==> src/rtl/ffba_pkg.sv <==
// Shared types and codes for the first-fit block allocator.
package ffba_pkg;

    typedef enum logic [2:0] {
        ST_OK        = 3'd0,
        ST_NO_SPACE  = 3'd1,
        ST_ZERO      = 3'd2,
        ST_FULL      = 3'd3,
        ST_NOT_FOUND = 3'd4
    } status_t;

    localparam logic FUNC_ALLOC = 1'b0;
    localparam logic FUNC_FREE  = 1'b1;

    localparam logic REG_HEAP_BASE  = 1'b0;
    localparam logic REG_HEAP_LIMIT = 1'b1;

    // Allocation granule; rounding is a shift, so this stays a power of two
    localparam int ALIGN_BYTES = 16;

    typedef struct packed {
        logic        func;
        logic [31:0] request_bytes;
        logic [31:0] block_address;
    } req_t;

    typedef struct packed {
        logic [2:0]  status;
        logic [31:0] granted_address;
    } rsp_t;

    // One table entry: data address and size.
    typedef struct packed {
        logic [31:0] addr;
        logic [31:0] size;
    } entry_t;

endpackage

==> src/rtl/ffba_table.sv <==
// Block table memory: one write port, one read port, registered read data.
module ffba_table #(
    parameter int DEPTH = 64,
    parameter int AW    = 6
) (
    input  logic            clk,
    input  logic            we,
    input  logic [AW-1:0]   waddr,
    input  ffba_pkg::entry_t wdata,
    input  logic [AW-1:0]   raddr,
    output ffba_pkg::entry_t rdata
);
    import ffba_pkg::*;

    entry_t mem [DEPTH];

    // Write port
    always_ff @(posedge clk)
    begin
        if (we)
        begin
            mem[waddr] <= wdata;
        end
    end

    // Read port
    always_ff @(posedge clk)
    begin
        rdata <= mem[raddr];
    end

endmodule

==> config.mk <==
export PLATFORM = sky130hd
export DESIGN_NAME = ffba_table
export DESIGN_NICKNAME = d
export VERILOG_FILES = /design/src/rtl/ffba_pkg.sv /design/src/rtl/ffba_table.sv
export SDC_FILE = /design/constraint.sdc
export NUM_CORES = 2
export LEC_CHECK = 0
export BUFFER_PORTS_ARGS = -buffer_cell sky130_fd_sc_hd__buf_4
export CORE_MARGIN = 2
export CORE_UTILIZATION = 45
export CTS_BUF_LIST = sky130_fd_sc_hd__clkbuf_16
export CTS_CLUSTER_SIZE = 28
export DETAILED_ROUTE_END_ITERATION = 8
export GPL_ROUTABILITY_DRIVEN = 0
export GPL_TIMING_DRIVEN = 1
export PLACE_DENSITY = 0.71
export SYNTH_ARGS = -nofsm -noshare
export SYNTH_HDL_FRONTEND = slang
export SYNTH_SLANG_ARGS = --single-unit
==> constraint.sdc <==
create_clock -name clk -period 11.9 [get_ports clk]
set_input_delay 0.595 -clock clk [delete_from_list [all_inputs] [get_ports clk]]
set_output_delay 0.595 -clock clk [all_outputs]
set_load 0.02 [all_outputs]
[Word-level counts from Yosys, hierarchy flattened]
Memory sizes are Yosys's and may differ from the RTL's. A register that Yosys moved wholly into a read port is not among the register bits.
Index checks and enable logic that the tools add are counted.
Word-level totals
  input port bits: 78
  bits in read-only memories: 0
  logic and storage cells: 3
  output and inout bits: 64
  memories kept: 1
  latch bits: 0
  bits in writable memories: 4096
  register bits: 0
Operators by class
  multipliers: 0
  divide/modulo/power cells: 0
  mux-type cells: 2
  reductions and logical operators: 0
  order comparisons: 0
  eq/ne operators: 0
  add/subtract/negate cells: 0
  bitwise gates (word level): 0
  shift operators: 0
Memories
  mem: depth 64, bits a word 64, rd ports 1, clocked after memory_dff 1, write ports 1, RTL line ffba_table.sv:15  | entry_t mem [DEPTH];
Operators with widths (number)
  $mux 1: 2

[Depth between registers and ports, before layout]
  word-level depth: 2
  mapped depth: 9
  gate-level depth less buffers: 5

[Worst setup path before layout]
OpenSTA, ideal clock, no wires.
  path type: in2reg
  start: input waddr[3]
  end: memory mem[48][0] (netlist name), enable pin
  setup slack: 5.869 ns
  stages on the path: 4
  arrival time: 5.467 ns
  path through: clkbuf_1 -> nor2b_1 -> nand4b_1 -> nor3_1
RTL lines
  start: declaration: RTL line ffba_table.sv:8  | input logic [AW-1:0] waddr,
  end: declaration: RTL line ffba_table.sv:15
Straight into the memory's write port.

==> metrics.csv <==
metric,value,unit
status,"finished, final reports clean",
skew,0.05630,ns
syn-cell-area,156300,um2
critPathKind,primary input to flop,
htreeDepth,5,
ios,142,
tightestPinTransition,1.374,ns
hpwl,217.9,mm
worstPathArrival,4.82,ns
grt_use_total,23.54,%
cts_hold_buf,0,
start_util,45.20,%
die_h,593.4,um
fmax,247.6,MHz
holdPathEnd,mem[19][47],
hold_start,wdata[47],
cts.sinks,4160,
peakVddDrop,136.6,uV
vias_per_cell,6.466,
finalSetupViolations,0,
netlist_instances,6598,
rows,216,
clk_pin_slew,0.07,ns
cts_setup_buffers,0,
setup-tns-final,0,ns
cts_buffer_depth,4,
vias,76610,
worst_slack,7.861,ns
path_cells,"buf_16, buf_12, buf_12, buf_4, mux4_2, mux2i_1, nand2_1, a41oi_1, a211oi_1",
ys_seq_area_share,79.49,%
hold_viol_final,0,
drt-total-wl,420.1,mm
crit_slowest_cell,buf_4,
root_buffer,clkbuf_16,
area_growth,12.55,%
dieArea,352200,um2
tritoncts,built,
reg2reg_to,rdata[34],
wl_per_cell,35.46,um
min_period,4.039,ns
yosysWarnings,0,
pwr_density_cell,169.8,nW/um2
drt-pass1-iter-count,7,
antenna_found_initial,23,
grt_pass1_wl,587.2,mm
yosysTopAreaCell,edfxtp_1,
min_path_type,primary input to flop,
portBuffers,141,
reg2reg_depth,4,
synth.avg_cell_area,23.70,um2
end_kind,flop,
met1_length,153.5,mm
synth_seq_cells,4160,
synth_top_area_share,78.67,%
drive_gt1_share,27.65,%
path_max_fanout,107,
cpPeakStageDelay,0.68,ns
maxSlewViolCount,0,
synth.area.top_cells,"edfxtp_1, mux4_2, mux2i_1",
cts.repair.resized,0,
highest_layer,met5,
worst_skew_pair.late_latency,0.94,ns
post-place-ws,6.689,ns
cellLeakagePower,54.64,nW
ant_nets,0,
fin_crit_sh,33.94,%
cp-start-kind,primary input,
holdPathStages,1,
layout.nets,7026,
relSlewSlack,8.214,%
grt_pass1_vias,75640,
met3_length,49.96,mm
overflow,0,
syn_nets,6676,
crit_top_cell,buf_12,
drcViolationCount,0,
r2r_slack,9.77,ns
die_w,593.4,um
core,345900,um2
synth_cell_types,33,
maxCapViolations,0,
worst_ep_required_time,12.68,ns
final_core_util,50.87,%
drtIter0Drc,11750,
grt_max_degree,135,
r2r-start,mem[6][34],
dr_wl_met2,202.0,mm
cts_buffers,384,
rsz0062_at_grt,no,
-- cell type report --
cell class                      count  area [um2]
Tap cell                         4578        5728
Clock buffer                      391        9784
Clock inverter                    302        2628
Inverter                           19       71.32
Multi-Input combinational cell   2049       30780
Fill cell                       26110      170000
Antenna cell                       15       37.54
Sequential cell                  4160      124300
Timing Repair Buffer              334        2655
-- state kept, by name (all words and copies together) (netlist names) --
signal,count
mem,4096
rdata,64
-- Yosys cell counts --
library cell,count
buf_4,34
edfxtp_1,4096
nand3_1,45
nand2_1,58
a31o_1,1
nand4_1,2
a31oi_1,18
buf_1,20
or3_1,29
a211oi_1,63
o221ai_1,38
or2_2,28
inv_1,19
a41oi_1,26
or3b_2,1
nand4b_1,1
buf_6,6
and2_1,3
clkbuf_1,140
mux4_2,1024
o22ai_1,83
nor2_1,112
buf_2,170
nor2b_1,28
mux2i_1,135
a22o_1,88
nand2b_1,11
nand3b_1,2
dfxtp_1,64
and3_1,64
a2bb2oi_1,19
nor3_1,2
a22oi_1,168
-- per-layer routing --
layer	GRT usage (%)	vias up
met5	0.1217	-
met3	4.968	840
met4	7.691	10
met1	32.50	41280
met2	37.65	5299
li1	-	29180
-- power breakdown --
part	leakage [nW]	internal, mW	switching [mW]
sequential	37.4	16.2	0.0751
clock	6.30	6.87	5.33
combinational	10.9	0.518	0.883
total	54.6	23.6	6.28
-- placed cells by master, fill, tap and decap left out, types with 45 or more instances in the layout --
cell type,n
and3_1,64
a211oi_1,62
o22ai_1,83
a22oi_1,168
nor2_4,65
buf_4,322
dfxtp_1,64
clkbuf_16,391
inv_1,92
mux2i_1,135
edfxtp_1,4096
nand2_1,55
a22o_1,88
nor2_1,47
nand3_1,45
clkinv_1,80
mux4_2,1024
clkinv_2,60
-- how the worst max path moves through the flow --
stage / slack [ns] / depth (start not counted) / to / from
after detailed placement: 6.69 / 9 / rdata[24] / raddr[0]
after global placement: 6.79 / 9 / rdata[23] / raddr[0]
after floorplan: 5.87 / 4 / mem[48][0] / waddr[3]
after CTS: 7.66 / 9 / rdata[24] / raddr[0]
final: 7.86 / 9 / rdata[24] / raddr[0]
after global routing: 7.41 / 9 / rdata[24] / raddr[0]
-- worst max-delay path, delay by kind of cell --
kind | cells | cell delay [ns]
and+or+nand+nor | 1 | 0.12
buffers and inverters | 4 | 2.47
AOI/OAI and AO/OA | 2 | 0.45
muxes | 2 | 0.82
-- logic make-up (layout without fill, tap and decap cells) --
kind of cell	after synthesis	after routing	share of synthesized area [%]
compound gates	504	504	2.477
buf+inv	389	1046	1.180
flops	4160	4160	79.49
mux	1159	1159	15.61
other cells	0	15	0
simple gates	386	386	1.240
-- through the flow --
step	hold slack, ns	total power [mW]	cells	cell area, um2
after global routing	0.1894	30.60	11840	175900
final	0.1779	29.89	11850	176000
after global placement	0.8245	17.97	11140	163500
after CTS	0.1390	29.99	11830	175900
after detailed placement	0.8324	18.00	11140	163500
after floorplan	0.6939	17.36	6598	156300
(Power assumes the default switching activity.)
